==> src/rtl/mbrtu_pkg.sv <==
// package for the modbus rtu register read slave
// types, constants and crc helper used by the datapath, controller and top level; no dependencies
`default_nettype none
package mbrtu_pkg;
	localparam int MAX_BLOCKS    = 4;
	localparam int REG_MEM_DEPTH = 256;
	localparam int REQUEST_LEN   = 8;
	localparam int MEM_AW        = $clog2(REG_MEM_DEPTH);
	localparam int BLK_W         = $clog2(MAX_BLOCKS);
	localparam logic [6:0] MAX_QTY = 7'd125;

	localparam logic [1:0] CMD_RX_BYTE = 2'd0;
	localparam logic [1:0] CMD_DESC    = 2'd1;
	localparam logic [1:0] CMD_MEM     = 2'd2;

	localparam logic [7:0] EXC_FUNCTION = 8'h01;
	localparam logic [7:0] EXC_ADDRESS  = 8'h02;
	localparam logic [7:0] EXC_FAILURE  = 8'h07;
	localparam logic [7:0] FC_HOLDING   = 8'h03;
	localparam logic [7:0] FC_INPUT     = 8'h04;
	localparam logic [7:0] EXC_FLAG     = 8'h80;
	localparam logic [15:0] CRC_INIT    = 16'hFFFF;
	localparam logic [15:0] CRC_POLY    = 16'hA001;

	localparam logic [0:0] CFG_SLAVE_ADDRESS = 1'd0;
	localparam logic [0:0] CFG_BLOCKS_IN_USE = 1'd1;

	typedef struct packed {
		logic [1:0]  cmd;
		logic [7:0]  rx_byte;
		logic        rx_more;
		logic [1:0]  desc_index;
		logic [7:0]  desc_function;
		logic [15:0] desc_start;
		logic [15:0] desc_length;
		logic [7:0]  desc_base;
		logic [7:0]  mem_index;
		logic [15:0] mem_value;
	} in_item_t;

	typedef struct packed {
		logic [31:0] tx_bytes;
		logic [2:0]  tx_count;
		logic        tx_last;
	} out_item_t;

	typedef struct packed {
		logic [7:0] index;
		logic [7:0] data;
	} cfg_item_t;

	typedef enum logic [3:0] {
		ST_IDLE, ST_CRC, ST_CHECK, ST_SEARCH, ST_EXC, ST_HDR,
		ST_RD, ST_RDW, ST_TAIL, ST_EMIT
	} state_t;

	// byte source selected by the controller for the output packer
	typedef enum logic [2:0] {
		SRC_ADDR, SRC_FUNC, SRC_COUNT, SRC_EXC, SRC_HI, SRC_LO, SRC_CRC_LO, SRC_CRC_HI
	} src_t;

	typedef struct packed {
		logic       crc_start;
		logic       crc_req_step;
		logic       push;
		src_t       src;
		logic       emit;
		logic       emit_last;
		logic       set_exc;
		logic [7:0] exc_code;
		logic       load_func;
		logic       blk_clr;
		logic       blk_step;
		logic       rd_start;
		logic       rd_step;
	} ctl_t;

	typedef struct packed {
		logic       crc_done;
		logic       addr_match;
		logic       func_ok;
		logic       crc_ok;
		logic       blk_done;
		logic       blk_found;
		logic       blk_fit;
		logic       rd_done;
		logic       pack_full;
		logic       pack_empty;
		logic       out_busy;
	} sts_t;

	function automatic logic [15:0] crc_byte(input logic [15:0] crc, input logic [7:0] b);
		logic [15:0] c;
		c = crc ^ {8'h00, b};
		for (int k = 0; k < 8; k++) begin
			c = c[0] ? ((c >> 1) ^ CRC_POLY) : (c >> 1);
		end
		return c;
	endfunction
endpackage
`default_nettype wire

==> src/rtl/mbrtu_ctrl.sv <==
// controller state machine for request checking and response sequencing
// depends on mbrtu_pkg
`default_nettype none
module mbrtu_ctrl (
	input  wire logic            clk,
	input  wire logic            arst_n,
	input  wire logic            req_ready,
	input  wire logic            req_more,
	input  wire mbrtu_pkg::sts_t sts,
	output mbrtu_pkg::ctl_t      ctl,
	output logic                 idle
);
	import mbrtu_pkg::*;

	state_t st_q, st_d;
	logic [2:0] step_q, step_d;
	logic [7:0] exc_q, exc_d;
	logic lo_q, lo_d;

	always_ff @(posedge clk or negedge arst_n) begin
		if (!arst_n) begin
			st_q <= ST_IDLE; step_q <= '0; exc_q <= '0; lo_q <= 1'b0;
		end else begin
			st_q <= st_d; step_q <= step_d; exc_q <= exc_d; lo_q <= lo_d;
		end
	end

	always_comb begin
		st_d = st_q; step_d = step_q; exc_d = exc_q; lo_d = lo_q;
		ctl = '0;
		ctl.src = SRC_ADDR;
		ctl.exc_code = exc_q;
		idle = st_q == ST_IDLE;
		case (st_q)
			ST_IDLE: if (req_ready) begin
				ctl.crc_start = 1'b1;
				if (!sts.addr_match) st_d = ST_IDLE;
				else if (req_more) begin
					exc_d = EXC_FAILURE; st_d = ST_EXC;
				end else begin
					ctl.load_func = 1'b1;
					if (!sts.func_ok) begin
						exc_d = EXC_FUNCTION; st_d = ST_EXC;
					end else st_d = ST_CRC;
				end
			end
			ST_CRC: begin
				ctl.crc_req_step = 1'b1;
				if (sts.crc_done) st_d = ST_CHECK;
			end
			ST_CHECK: begin
				ctl.blk_clr = 1'b1;
				if (!sts.crc_ok) begin
					exc_d = EXC_FAILURE; st_d = ST_EXC;
				end else st_d = ST_SEARCH;
			end
			ST_SEARCH: begin
				ctl.blk_step = 1'b1;
				if (sts.blk_done) begin
					if (sts.blk_found && sts.blk_fit) begin
						ctl.crc_start = 1'b1; ctl.rd_start = 1'b1;
						step_d = '0; st_d = ST_HDR;
					end else begin
						ctl.crc_start = 1'b1; exc_d = EXC_ADDRESS; st_d = ST_EXC;
					end
				end
			end
			ST_EXC: begin
				// restart crc on the way in; push addr, func|80, code
				if (step_q == 3'd0) begin
					ctl.crc_start = 1'b1; ctl.set_exc = 1'b1; step_d = 3'd1;
				end else begin
					ctl.push = 1'b1;
					ctl.src = (step_q == 3'd1) ? SRC_ADDR : (step_q == 3'd2) ? SRC_FUNC : SRC_EXC;
					step_d = step_q + 3'd1;
					if (step_q == 3'd3) begin
						step_d = '0; st_d = ST_TAIL;
					end
				end
			end
			ST_HDR: begin
				ctl.push = 1'b1;
				ctl.src = (step_q == 3'd0) ? SRC_ADDR : (step_q == 3'd1) ? SRC_FUNC : SRC_COUNT;
				step_d = step_q + 3'd1;
				if (step_q == 3'd2) begin
					step_d = '0; st_d = ST_RD;
				end
			end
			ST_RD: begin
				// read data appears the cycle after the address settles
				if (sts.rd_done) st_d = ST_TAIL;
				else begin
					lo_d = 1'b0; st_d = ST_RDW;
				end
			end
			ST_RDW: begin
				if (sts.pack_full) begin
					if (!sts.out_busy) ctl.emit = 1'b1;
				end else begin
					ctl.push = 1'b1;
					ctl.src = lo_q ? SRC_LO : SRC_HI;
					lo_d = !lo_q;
					if (lo_q) begin
						ctl.rd_step = 1'b1; st_d = ST_RD;
					end
				end
			end
			ST_TAIL: begin
				if (sts.pack_full) begin
					if (!sts.out_busy) ctl.emit = 1'b1;
				end else begin
					ctl.push = 1'b1;
					ctl.src = (step_q == 3'd0) ? SRC_CRC_LO : SRC_CRC_HI;
					step_d = step_q + 3'd1;
					if (step_q == 3'd1) begin
						step_d = '0; st_d = ST_EMIT;
					end
				end
			end
			ST_EMIT: begin
				if (!sts.out_busy) begin
					if (sts.pack_empty) st_d = ST_IDLE;
					else begin
						ctl.emit = 1'b1; ctl.emit_last = 1'b1; st_d = ST_IDLE;
					end
				end
			end
			default: st_d = ST_IDLE;
		endcase
	end
endmodule
`default_nettype wire

==> config.mk <==
export PLATFORM = sky130hd
export DESIGN_NAME = mbrtu_ctrl
export DESIGN_NICKNAME = d
export VERILOG_FILES = /design/src/rtl/mbrtu_pkg.sv /design/src/rtl/mbrtu_ctrl.sv
export SDC_FILE = /design/constraint.sdc
export NUM_CORES = 1
export LEC_CHECK = 0
export ABC_AREA = 1
export BUFFER_PORTS_ARGS = -buffer_cell sky130_fd_sc_hd__buf_2
export CAP_MARGIN = 15
export CELL_PAD_IN_SITES_DETAIL_PLACEMENT = 0
export CELL_PAD_IN_SITES_GLOBAL_PLACEMENT = 1
export CORE_ASPECT_RATIO = 1.4
export CORE_MARGIN = 2
export CORE_UTILIZATION = 30
export DETAILED_ROUTE_END_ITERATION = 8
export PLACE_DENSITY = 0.85
export SLEW_MARGIN = 15
export SYNTH_ARGS = -nofsm -noshare
export SYNTH_HDL_FRONTEND = slang
export SYNTH_SLANG_ARGS = --single-unit
==> constraint.sdc <==
create_clock -name clk -period 1.53 [get_ports clk]
set_clock_uncertainty 0.05 [all_clocks]
set_input_delay 0.306 -clock clk [delete_from_list [all_inputs] [get_ports clk]]
set_output_delay 0.306 -clock clk [all_outputs]
set_load 0.03 [all_outputs]
==> results of run 1 <==
-- worst max-delay path, cell delays in order (launching register included) --
cell and delay (ps):
sky130_fd_sc_hd__dfrtp_2 470, sky130_fd_sc_hd__nor2_4 270, sky130_fd_sc_hd__buf_6 150, sky130_fd_sc_hd__nand2_4 50, sky130_fd_sc_hd__clkinv_4 60, sky130_fd_sc_hd__nand2_4 50
sky130_fd_sc_hd__o211ai_1 140, sky130_fd_sc_hd__buf_4 230
-- state kept, by name (all words and copies together) (netlist names) --
signal  count
lo_q        1
st_q        4
exc_q       3
step_q      3
-- power breakdown --
| group | leakage (nW) | switching, mW | internal [mW] |
|---|---|---|---|
| clock | 0.0228 | 0.134 | 0.184 |
| combinational | 1.08 | 1.88 | 1.51 |
| sequential | 0.137 | 0.118 | 0.409 |
| total | 1.24 | 2.13 | 2.10 |
-- per-stage QoR --
step	instances	area (sq um)	power [mW]	worst slack (ps)	util
floorplan	198	1270	1.88	-201	-
global placement	311	1780	2.77	-159	0.484
detailed placement	311	1780	2.79	-170	0.484
CTS	328	2200	3.76	-381	0.599
global route	336	2380	4.48	-531	0.647
finish	336	2380	4.23	-501	0.647
-- layout by cell type (no fill, tap or decap), types with 3 or more instances in the layout --
cell                       count
sky130_fd_sc_hd__buf_4        50
sky130_fd_sc_hd__nor2_1       10
sky130_fd_sc_hd__nand2_4       9
sky130_fd_sc_hd__nand3_1      18
sky130_fd_sc_hd__nand3_4       4
sky130_fd_sc_hd__dfrtp_1       7
sky130_fd_sc_hd__nand2_2      15
sky130_fd_sc_hd__buf_2        17
sky130_fd_sc_hd__buf_6        29
sky130_fd_sc_hd__nand4_1       5
sky130_fd_sc_hd__conb_1        5
sky130_fd_sc_hd__dfrtp_2       4
sky130_fd_sc_hd__inv_1        17
sky130_fd_sc_hd__ha_1          5
sky130_fd_sc_hd__a21oi_1       4
sky130_fd_sc_hd__clkbuf_8      3
sky130_fd_sc_hd__o21ai_2       4
sky130_fd_sc_hd__nand2_1      38
sky130_fd_sc_hd__nand3_2       3
sky130_fd_sc_hd__nor2_4       15
sky130_fd_sc_hd__inv_2         8
-- what timing repair did --
action | in CTS | in global routing
pin swaps | 27 | 25
hold buffers | 1 | 0
setup buffers | 15 | 14
setup endpoints to repair | 26 | 26
endpoints found under the hold margin | 11 | 0
resized for setup | 81 | 39
-- path summary, 6_finish.rpt --
path | endpoint | startpoint | slack (ps) | cells past startpoint
worst max-delay path | ctl[21] | st_q[1] | -500 | 7
worst min-delay path | exc_q[2] | exc_q[2] | 420 | 2
worst max register to register | st_q[1] | st_q[3] | -220 | 11
worst min register to register | exc_q[2] | exc_q[2] | 420 | 2
max in group asynchronous | st_q[3] | arst_n | 730 | 2
min in group asynchronous | st_q[2] | arst_n | 430 | 2
-- kinds of logic (layout without fill, tap and decap cells) --
group           after synthesis  count (layout)
compound gates               18              18
other cells                   1               5
fa+ha+maj                     6               6
flops                        11              11
simple gates                127             127
buf+inv                      31             127
-- layout make-up --
cell class                 instances  area [sq um]  share of cell area
tap                               42          52.6              0.0221
inverter                          26           103              0.0431
timing repair buffer              97           797               0.335
sequential                        11           280               0.118
multi-input combinational        156          1100               0.463
clock buffer                       4          45.0              0.0189
-- metal layers --
| layer | GRT usage | up-vias | wire (microns) |
|---|---|---|---|
| li1 | - | 821 | - |
| met1 | 0.255 | 819 | 1820 |
| met5 | 0 | - | 0 |
| met3 | 0.0317 | 26 | 361 |
| met2 | 0.426 | 79 | 2840 |
| met4 | 0.107 | 0 | 254 |
==> implementation parameters, run 1 <==
Parameter                              Value

Floorplanning
  Effective utilization at floorplan    0.315
  I/O pin cnt    38
  Width of the die    56.5 microns
  Core area    3680 sq um
  Row count    26
  Floorplan die height    between 70 and 80 microns
  Die ar.    4380 sq um

Detailed routing
  Wirelength per Cell    15.7 microns
  Via/cell ratio    5.19
  Drt first pass iters    4
  Remaining antenna violation count after routing    0
  # DRC    0
  Final WL    5270 microns
  Number of design-rule violations left by the first detailed-router iteration    63
  Overall via count from detail_route    approximately 1.7k

Clock tree
  Clock slew seen by the registers of the worst setup and hold paths    around 70 ps
  Clk_lat worst skew    250 ps
  # clock sinks    11
  Clock tree from TritonCTS    done
  Maximum root-to-sink buffer count    2
  Clock Tree Root    sky130_fd_sc_hd__clkbuf_8
  Number of H-tree branching levels    1
  Total CTS buffers    3

STA
  Max Slew Vio Count    0
  Final worst path period need    2030 ps
  Unrepaired setup endpoints after global routing    yes
  Final hold violations    0
  Final-report setup violation count    26
  Highest clock rate    492 MHz
  Final-layout setup total negative slack    -6660 ps
  Final Cycle Share    1.33
  Final hold slack    422 ps
  Final setup margin    -501 ps

Global routing
  Overall routing resource usage    0.232
  Antenna violations before repair    0
  Vias in the first global route    1791
  Grt total ovfl    0
  Largest net degree at the start of global routing    12
  Wire length of the first global-routing pass    8050 microns

Logic synthesis
  Synthesized area divided by synthesized cell count    about 6.0 sq um
  Area contributors post-synth    sky130_fd_sc_hd__dfrtp_1, sky130_fd_sc_hd__nand2_1, sky130_fd_sc_hd__nand3_1
  Warnings from Yosys    0
  Cell area after technology mapping    1160 sq um
  Area share of and/or/nand/nor cells after synthesis    0.495
  Number of enable-type register cells in the synthesized netlist    0
  Combinational family with the most area after synthesis    simple AND/OR/NAND/NOR gates
  Number of distinct standard cells referenced by the synthesized netlist    22
  Leading post-synthesis cells by instance count    sky130_fd_sc_hd__nand2_1, sky130_fd_sc_hd__inv_1, sky130_fd_sc_hd__nand3_1
  Gate count after technology mapping    194
  Cell with the most instances after synthesis    sky130_fd_sc_hd__nand2_1
  Adder-Cell Fraction of Synth Area    0.0648
  Proportion of register bits with asynchronous set or reset after synthesis    1.00
  Synthesized-area fraction occupied by xor and xnor cells    0
  Post-synthesis sequential area ratio    0.238
  Predominant post-synthesis flop cell    sky130_fd_sc_hd__dfrtp_1
  Leading area contributor after synthesis    sky130_fd_sc_hd__dfrtp_1
  Post-synth top area share    0.238
  Number of synthesized register bits    11
  Mux contribution to synthesized area    0
  Synth Area in Compound Gates    0.0832

Placed design
  Number of I/O port buffers    32
  Half-perimeter wire length of the detailed placement result    3060 microns
  Gp weighted congestion    0.872

Hold path
  Class of the tightest hold or removal check    reg -> reg

Pwr
  Pwr Density    1780 nW/um^2
  Cell leakage power    between 1 and 1.5 nW
  Peak supply drop    1.31 mV

Finish
  Inserted Diodes    0
  FILL cells    296
  Area overhead of the layout relative to synthesis    105%
  Proportion of layout cells with a drive suffix above 1    0.588
  Final nets    316

Status
  Violations in the final reports    negative setup slack
  Run status    finished with violations

Worst setup path
  Signal arrival time at the worst endpoint    ~1700 ps
  Startpoint type of the worst setup path    flop
  Kind of capture point of the worst setup path    primary output
  Crit Path Class    reg -> out
  Required time worst endpoint    ~1200 ps
  Highest net fanout along the worst path    7

Job
  # Max-Cap Violations    0
(Power assumes the default switching activity.)
==> run 2, diff against run 1 <==
Settings changed: BUFFER_PORTS_ARGS -buffer_cell sky130_fd_sc_hd__buf_2 to not set, CORE_ASPECT_RATIO 1.4 to 0.8, CORE_UTILIZATION 30 to 37, DONT_BUFFER_PORTS set to 1, PLACE_DENSITY 0.85 to 0.84.
==> implementation parameters, run 2 (same netlist as run 1, synthesis figures left out) <==
Parameter                              Value

STA
  Final Cycle Share    1.27 (was 1.33)
  Unrepaired setup endpoints after global routing    yes (unchanged)
  Slew of the pin with the lowest slew margin    602 ps
  Max Slew Vio Count    0 (unchanged)
  Final worst path period need    1940 ps (was 2030 ps)
  Final setup margin    -411 ps (was -501 ps)
  Final hold violations    0 (unchanged)
  Headroom to the max-slew limit    0.598
  Final-report setup violation count    26 (unchanged)
  Highest clock rate    515 MHz (was 492 MHz)

Worst setup path
  Kind of capture point of the worst setup path    primary output (unchanged)
  Highest net fanout along the worst path    4 (was 7)
  R2r setup slk    -270 ps (was -220 ps)
  Required time worst endpoint    1170 ps (about the same)
  CP delay by family, top    flip-flops (unchanged)
  Ordered cell list for the critical path    nor2_4 -> buf_12 -> nand2_8 -> a21oi_4 -> nor2_2 -> o21ai_4 (was nor2_4 -> buf_6 -> nand2_4 -> clkinv_4 -> nand2_4 -> o211ai_1 -> buf_4)
  Reg-to-Reg Start    step_q[0] (was st_q[3])
  Crit Path Class    reg -> out (unchanged)
  Delay contributed by the slowest stage of the critical path    490 ps (was 470 ps)
  Worst flop-to-flop path endpoint    st_q[1] (unchanged)
  Startpoint type of the worst setup path    flop (unchanged)
  Worst reg-to-reg path cell count    10 (was 11)
  WP buf/inv    1 (was 3)
  CP max-delay cell    sky130_fd_sc_hd__dfrtp_2 (unchanged)
  Signal arrival time at the worst endpoint    1580 ps (was 1670 ps)

Placed design
  Inst Count DP    274 (was 311)
  Pre-CTS setup slack    -181 ps (was -170 ps)
  Placement Cell Area    1590 sq um (was 1780 sq um)
  Half-perimeter wire length of the detailed placement result    3050 microns (was 3060 microns)
  Gp weighted congestion    0.855 (was 0.872)
  Number of I/O port buffers    0 (was 32)

Status
  Violations in the final reports    negative setup slack (unchanged)
  Run status    finished with violations (unchanged)

Pwr
  Cell leakage power    1.12 nW (was 1.24 nW)
  Overall power    4.39 mW (was 4.23 mW)
  Peak supply drop    1.44 mV (was 1.31 mV)
  Pwr Density    1890 nW/um^2 (was 1780 nW/um^2)

Floorplanning
  Width of the die    66.6 microns (was 56.5 microns)
  Floorplan die height    54.1 microns (was 77.5 microns)
  Row count    18 (was 26)
  Core area    3040 sq um (was 3680 sq um)
  Effective utilization at floorplan    0.381 (was 0.315)
  Die ar.    3600 sq um (was 4380 sq um)
  I/O pin cnt    38 (unchanged)

Clock tree
  Number of H-tree branching levels    1 (unchanged)
  Maximum root-to-sink buffer count    2 (unchanged)
  Clock slew seen by the registers of the worst setup and hold paths    70 ps (about the same)
  Clock Tree Root    sky130_fd_sc_hd__clkbuf_8 (unchanged)
  Clk_lat worst skew    270 ps (was 250 ps)
  # clock sinks    11 (unchanged)
  Clock tree from TritonCTS    done (unchanged)
  Total CTS buffers    3 (unchanged)

Global routing
  Grt total ovfl    0 (unchanged)
  Largest net degree at the start of global routing    12 (unchanged)
  Wire length of the first global-routing pass    7450 microns (was 8050 microns)
  Antenna violations before repair    0 (unchanged)
  Overall routing resource usage    0.277 (was 0.232)
  Vias in the first global route    1596 (was 1791)

Finish
  FF+latch area    280 sq um (unchanged)
  Inserted Diodes    0 (unchanged)
  Commonest cells after routing, fill and taps aside    sky130_fd_sc_hd__nand2_1, sky130_fd_sc_hd__buf_4, sky130_fd_sc_hd__buf_6, sky130_fd_sc_hd__nor2_4, sky130_fd_sc_hd__inv_1 (was sky130_fd_sc_hd__buf_4, sky130_fd_sc_hd__nand2_1, sky130_fd_sc_hd__buf_6, sky130_fd_sc_hd__nand3_1)
  Fin util    0.763 (was 0.647)
  Final nets    289 (was 316)
  Final design area excluding fillers    2320 sq um (was 2380 sq um)
  Proportion of layout cells with a drive suffix above 1    0.573 (was 0.588)
  Largest register by flop count    st_q (unchanged)
  FILL cells    189 (was 296)
  Final std cells w/o fill    307 (was 336)
  Area overhead of the layout relative to synthesis    100% (was 105%)
  Area of the multi-input gates    1170 sq um (was 1100 sq um)
  Number of flip-flops in the largest register    4 (unchanged)
  Registers with the most flip-flops    st_q (4), exc_q (3), step_q (3) (unchanged)
  Commonest non-fill, non-tap cell in the layout    sky130_fd_sc_hd__nand2_1 (was sky130_fd_sc_hd__buf_4)

Detailed routing
  Final WL    5840 microns (was 5270 microns)
  Overall via count from detail_route    1748 (was 1745)
  Remaining antenna violation count after routing    0 (unchanged)
  Number of design-rule violations left by the first detailed-router iteration    132 (was 63)
  Via/cell ratio    5.69 (was 5.19)
  Wirelength per Cell    19.0 microns (was 15.7 microns)
  Drt first pass iters    5 (was 4)
  # DRC    0 (unchanged)

Hold path
  Class of the tightest hold or removal check    in -> reg (was reg -> reg)
  Worst min-delay path startpoint    sts[3] (was exc_q[2])
  Worst hold path cell count    4 (was 2)
  Worst Hold Endpoint    st_q[3] (was exc_q[2])

Job
  # Max-Cap Violations    0 (unchanged)
## run 2: cell count changes in the layout (fill, tap and decap cells not counted), sizes merged
cell	delta
buf	-27
clkinvlp	+1
inv	-1
## run 2: worst reg2reg max path, stage by stage (launching register included)
cell and delay, ps:
sky130_fd_sc_hd__dfrtp_1 420, sky130_fd_sc_hd__inv_2 110, sky130_fd_sc_hd__buf_4 130, sky130_fd_sc_hd__ha_1 160, sky130_fd_sc_hd__nand2_1 90, sky130_fd_sc_hd__nand3_1 130
sky130_fd_sc_hd__nand2_2 110, sky130_fd_sc_hd__nor2_4 200, sky130_fd_sc_hd__buf_4 140, sky130_fd_sc_hd__nand4_1 90, sky130_fd_sc_hd__nand2_1 100
## run 2: metrics by stage
step	setup TNS [ps]	hold slack [ps]
2_1_floorplan	-1040	-39.6
3_3_place_gp	-1430	-39.3
3_5_place_dp	-2280	-39.3
4_1_cts	-4990	289
5_1_grt	-7880	360
6_report	-6830	349
## run 2: final cells by class
type                            instances  area share
Inverter                               26      0.0534
Clock buffer                            4      0.0194
Sequential cell                        11       0.121
Tap cell                               40      0.0216
Timing Repair Buffer                   70       0.282
Multi-Input combinational cell        156       0.503
## run 2: what timing repair did
item	in CTS	in global routing
setup buffers	20	10
endpoints found under the setup margin	26	26
hold endpoints to repair	11	0
hold buffers	1	0
pin swaps	21	24
resized for setup	72	46
## run 2: layer usage
metal / routed length (microns) / part of all wire / GRT usage
met5: 0 / 0 / 0
met1: 2310 / 0.40 / 0.337
met2: 2750 / 0.47 / 0.475
met3: 516 / 0.088 / 0.0690
met4: 259 / 0.044 / 0.112
## run 2: worst max-delay path by stage
stage / endpoint / depth (start not counted) / slack [ps] / from
floorplan: ctl[16] / 6 / -200 / st_q[2]
global placement: ctl[17] / 6 / -140 / st_q[1]
detailed placement: st_q[1] / 10 / -180 / step_q[0]
CTS: ctl[17] / 8 / -380 / step_q[0]
global route: ctl[17] / 5 / -460 / st_q[2]
finish: ctl[19] / 6 / -410 / st_q[3]
## run 2: power breakdown
part / switching (mW) / internal [mW]
registers: 0.226 / 0.408
logic: 1.95 / 1.47
clock network: 0.149 / 0.185
total: 2.33 / 2.06
==> run 3, diff against run 2 <==
Settings changed: CELL_PAD_IN_SITES_DETAIL_PLACEMENT 0 to not set, CELL_PAD_IN_SITES_GLOBAL_PLACEMENT 1 to not set, CORE_UTILIZATION 37 to 56, PLACE_DENSITY 0.84 to not set, PLACE_DENSITY_LB_ADDON set to 0.15, RECOVER_POWER set to 25.
==> implementation parameters, run 3 <==
Parameter                              Value

Logic synthesis
  Proportion of register bits with asynchronous set or reset after synthesis    1.00 (unchanged)
  Leading post-synthesis cells by instance count    sky130_fd_sc_hd__nand2_1, sky130_fd_sc_hd__inv_1, sky130_fd_sc_hd__nand3_1 (unchanged)
  Cell with the most instances after synthesis    sky130_fd_sc_hd__nand2_1 (unchanged)
  Number of distinct standard cells referenced by the synthesized netlist    22 (unchanged)
  Number of synthesized register bits    11 (unchanged)
  Leading area contributor after synthesis    sky130_fd_sc_hd__dfrtp_1 (unchanged)
  Predominant post-synthesis flop cell    sky130_fd_sc_hd__dfrtp_1 (unchanged)
  Gate count after technology mapping    194 (unchanged)
  Post-synth top area share    0.238 (unchanged)
  Number of enable-type register cells in the synthesized netlist    0 (unchanged)
  Cell area after technology mapping    1160 sq um (unchanged)
  Post-synthesis sequential area ratio    0.238 (unchanged)
  Area contributors post-synth    sky130_fd_sc_hd__dfrtp_1, sky130_fd_sc_hd__nand2_1, sky130_fd_sc_hd__nand3_1 (unchanged)
  Warnings from Yosys    0 (unchanged)
  Synthesized area divided by synthesized cell count    5.97 sq um (unchanged)

Clock tree
  Clock Tree Root    sky130_fd_sc_hd__clkbuf_4 (was sky130_fd_sc_hd__clkbuf_8)
  # hold bufs at CTS    1 (unchanged)
  Cells resized by post-CTS repair    77 (was 72)
  Total CTS buffers    3 (unchanged)
  # clock sinks    11 (unchanged)
  Maximum root-to-sink buffer count    2 (unchanged)
  Number of H-tree branching levels    1 (unchanged)
  Post-CTS Setup Bufs    15 (was 20)

Placed design
  Inst Count DP    252 (was 274)
  Number of I/O port buffers    0 (unchanged)
  Half-perimeter wire length of the detailed placement result    2930 microns (was 3050 microns)
  Gp weighted congestion    0.927 (was 0.855)

Floorplanning
  Effective utilization at floorplan    0.607 (was 0.381)
  Floorplan die height    44.7 microns (was 54.1 microns)
  I/O pin cnt    38 (unchanged)
  Row count    14 (was 18)
  Width of the die    54.9 microns (was 66.6 microns)

Status
  Run status    aborted with a tool error (was finished with violations)
  Last stage reached    clock tree synthesis (4_1_cts)
  Error that halted the flow    [ERROR DPL-0038] Utilization greater than 100%, impossible to legalize
run 3: cell families after synthesis:
logic type / Yosys count / synth area share
other: 1 / 0.00324
DFF: 11 / 0.238
AOI/OAI and AO/OA: 18 / 0.0831
buffers and inverters: 31 / 0.117
adders and majority gates: 6 / 0.0648
and+or+nand+nor: 127 / 0.495
run 3: per-stage QoR:
step | hold slack [ps] | TNS (ps) | setup slack, ps | cell area [sq um] | utilization
3_5_place_dp | -39.3 | -1610 | -182 | 1530 | 0.800
2_1_floorplan | -39.6 | -1040 | -201 | 1270 | -
3_3_place_gp | -39.3 | -627 | -96.6 | 1530 | 0.800
==> run 4, diff against run 3 <==
Settings changed: CORE_AREA set to 2 2 63 65, CORE_ASPECT_RATIO 0.8 to not set, CORE_MARGIN 2 to not set, CORE_UTILIZATION 56 to not set, DIE_AREA set to 0 0 65 67.
Clock period 1.53 ns to 2 ns, I/O delays scaled along.
==> implementation parameters, run 4 (same netlist as run 1, synthesis figures left out) <==
Parameter                              Value

Floorplanning
  Die ar.    4360 sq um
  Core area    3610 sq um
  Row count    22 (was 14)
  Floorplan die height    67 microns (was 44.7 microns)
  Width of the die    65 microns (was 54.9 microns)
  Effective utilization at floorplan    0.321 (was 0.607)
  I/O pin cnt    38 (unchanged)

Clock tree
  Clock tree from TritonCTS    done
  Clock slew seen by the registers of the worst setup and hold paths    approximately 50 ps
  # clock sinks    11 (unchanged)
  Clock Tree Root    sky130_fd_sc_hd__clkbuf_8 (was sky130_fd_sc_hd__clkbuf_4)
  Maximum root-to-sink buffer count    2 (unchanged)
  Clk_lat worst skew    ~230 ps
  Total CTS buffers    3 (unchanged)
  Number of H-tree branching levels    1 (unchanged)

Detailed routing
  Drt first pass iters    4
  Overall via count from detail_route    1316
  Via/cell ratio    4.84
  Remaining antenna violation count after routing    0
  Number of design-rule violations left by the first detailed-router iteration    63
  # DRC    0
  Final WL    about 3400 microns
  Wirelength per Cell    12.4 microns

STA
  Final setup margin    -21.5 ps
  Final-report setup violation count    3
  Highest clock rate    around 490 MHz
  Final hold violations    0
  Slew of the pin with the lowest slew margin    500 ps
  Unrepaired setup endpoints after global routing    yes
  Max Slew Vio Count    0
  Headroom to the max-slew limit    0.665
  Final worst path period need    2020 ps
  Final Cycle Share    1.01

Global routing
  Vias in the first global route    1213
  Overall routing resource usage    0.159
  Antenna violations before repair    0
  Largest net degree at the start of global routing    12
  Grt total ovfl    0
  Wire length of the first global-routing pass    5310 microns

Worst setup path
  R2r setup slk    320 ps
  Required time worst endpoint    1550 ps
  Startpoint type of the worst setup path    flop
  Worst reg-to-reg path cell count    9
  Reg-to-Reg Start    step_q[0]
  Signal arrival time at the worst endpoint    1570 ps
  Crit Path Class    reg -> out
  Worst flop-to-flop path endpoint    st_q[1]
  Critical Path Sink    ctl[17]
  Critical path startpoint    st_q[1]
  Highest net fanout along the worst path    6
  Kind of capture point of the worst setup path    primary output

Finish
  Inserted Diodes    0
  Fin util    0.432
  Number of flip-flops in the largest register    4
  Commonest non-fill, non-tap cell in the layout    sky130_fd_sc_hd__nand2_1
  Registers with the most flip-flops    st_q (4), exc_q (3), step_q (3)
  Largest register by flop count    st_q
  Proportion of layout cells with a drive suffix above 1    0.290
  FILL cells    around 400
  Area overhead of the layout relative to synthesis    34.6%
  Final design area excluding fillers    between 1500 and 2000 sq um
  Commonest cells after routing, fill and taps aside    sky130_fd_sc_hd__nand2_1, sky130_fd_sc_hd__buf_4, sky130_fd_sc_hd__nand3_1, sky130_fd_sc_hd__inv_1, sky130_fd_sc_hd__nor2_1
  Final nets    around 250

Status
  Violations in the final reports    negative setup slack
  Run status    finished with violations (was aborted with a tool error)

Placed design
  Half-perimeter wire length of the detailed placement result    2660 microns (was 2930 microns)
  Gp weighted congestion    0.820 (was 0.927)
  Placement Cell Area    1350 sq um (was 1530 sq um)
  Number of I/O port buffers    0 (unchanged)

Hold path
  Class of the tightest hold or removal check    in -> reg

Pwr
  Cell leakage power    0.828 nW
  Pwr Density    around 1400 nW/um^2
  Peak supply drop    0.467 mV

Job
  # Max-Cap Violations    0
[run 4: per-layer routing]
layer / vias up / part of all wire / track usage
met1: 584 / 0.44 / 0.195
li1: 681 / - / -
met3: 9 / 0.056 / 0.0253
met5: - / 0 / 0
met2: 42 / 0.47 / 0.256
met4: 0 / 0.032 / 0.106
[run 4: cell type report]
class | instances | area [sq um] | area share
inverters | 26 | 100 | 0.0642
multi-input cells | 156 | 857 | 0.550
repair buffers | 27 | 218 | 0.140
flip-flops and latches | 11 | 279 | 0.179
well taps | 48 | 60.1 | 0.0385
clock buffers | 4 | 45.0 | 0.0289
[run 4: worst min-delay path by stage]
stage / start / to / slack, ps / depth (start not counted)
after floorplan: arst_n / exc_q[0] / 50 / 0
after global placement: arst_n / exc_q[0] / 50 / 0
after detailed placement: arst_n / exc_q[0] / 50 / 0
after CTS: req_more / exc_q[1] / 440 / 4
after global routing: sts[3] / st_q[3] / 490 / 4
final: req_more / exc_q[1] / 450 / 4
[run 4: worst max-delay path, cell delays in order (launching register included)]
cell	delay, ps
sky130_fd_sc_hd__dfrtp_2	460
sky130_fd_sc_hd__nor2_4	230
sky130_fd_sc_hd__nand2_4	110
sky130_fd_sc_hd__nor3_4	200
sky130_fd_sc_hd__nand2_1	70
sky130_fd_sc_hd__o211ai_1	80
sky130_fd_sc_hd__buf_4	180
[run 4: per-stage QoR]
| stage | TNS (ps) | instances | setup WS, ps | hold WS [ps] | power [mW] |
|---|---|---|---|---|---|
| 2_1_floorplan | -7.53 | 198 | -7.53 | 54.4 | 1.33 |
| 4_1_cts | -20.6 | 266 | -18.1 | 444 | 2.02 |
| 6_report | -40.4 | 272 | -21.5 | 446 | 2.13 |
| 3_3_place_gp | 0 | 256 | 71.0 | 54.9 | 1.67 |
| 3_5_place_dp | 0 | 256 | 50.3 | 54.9 | 1.67 |
| 5_1_grt | -437 | 272 | -115 | 490 | 2.32 |
[run 4: where the power goes]
group | total, mW | internal (mW) | switching [mW]
registers | 0.463 | 0.312 | 0.152
clock network | 0.215 | 0.139 | 0.0762
logic | 1.45 | 0.517 | 0.930
total | 2.13 | 0.968 | 1.16
[run 4: timing repair]
item / 4_1_cts / 5_1_grt
buffers inserted: 5 / 6
gates resized for setup: 14 / 12
hold endpoints to repair: 11 / 0
pin swaps: 3 / 6
hold buffers: 1 / 0
endpoints found under the setup margin: 7 / 6
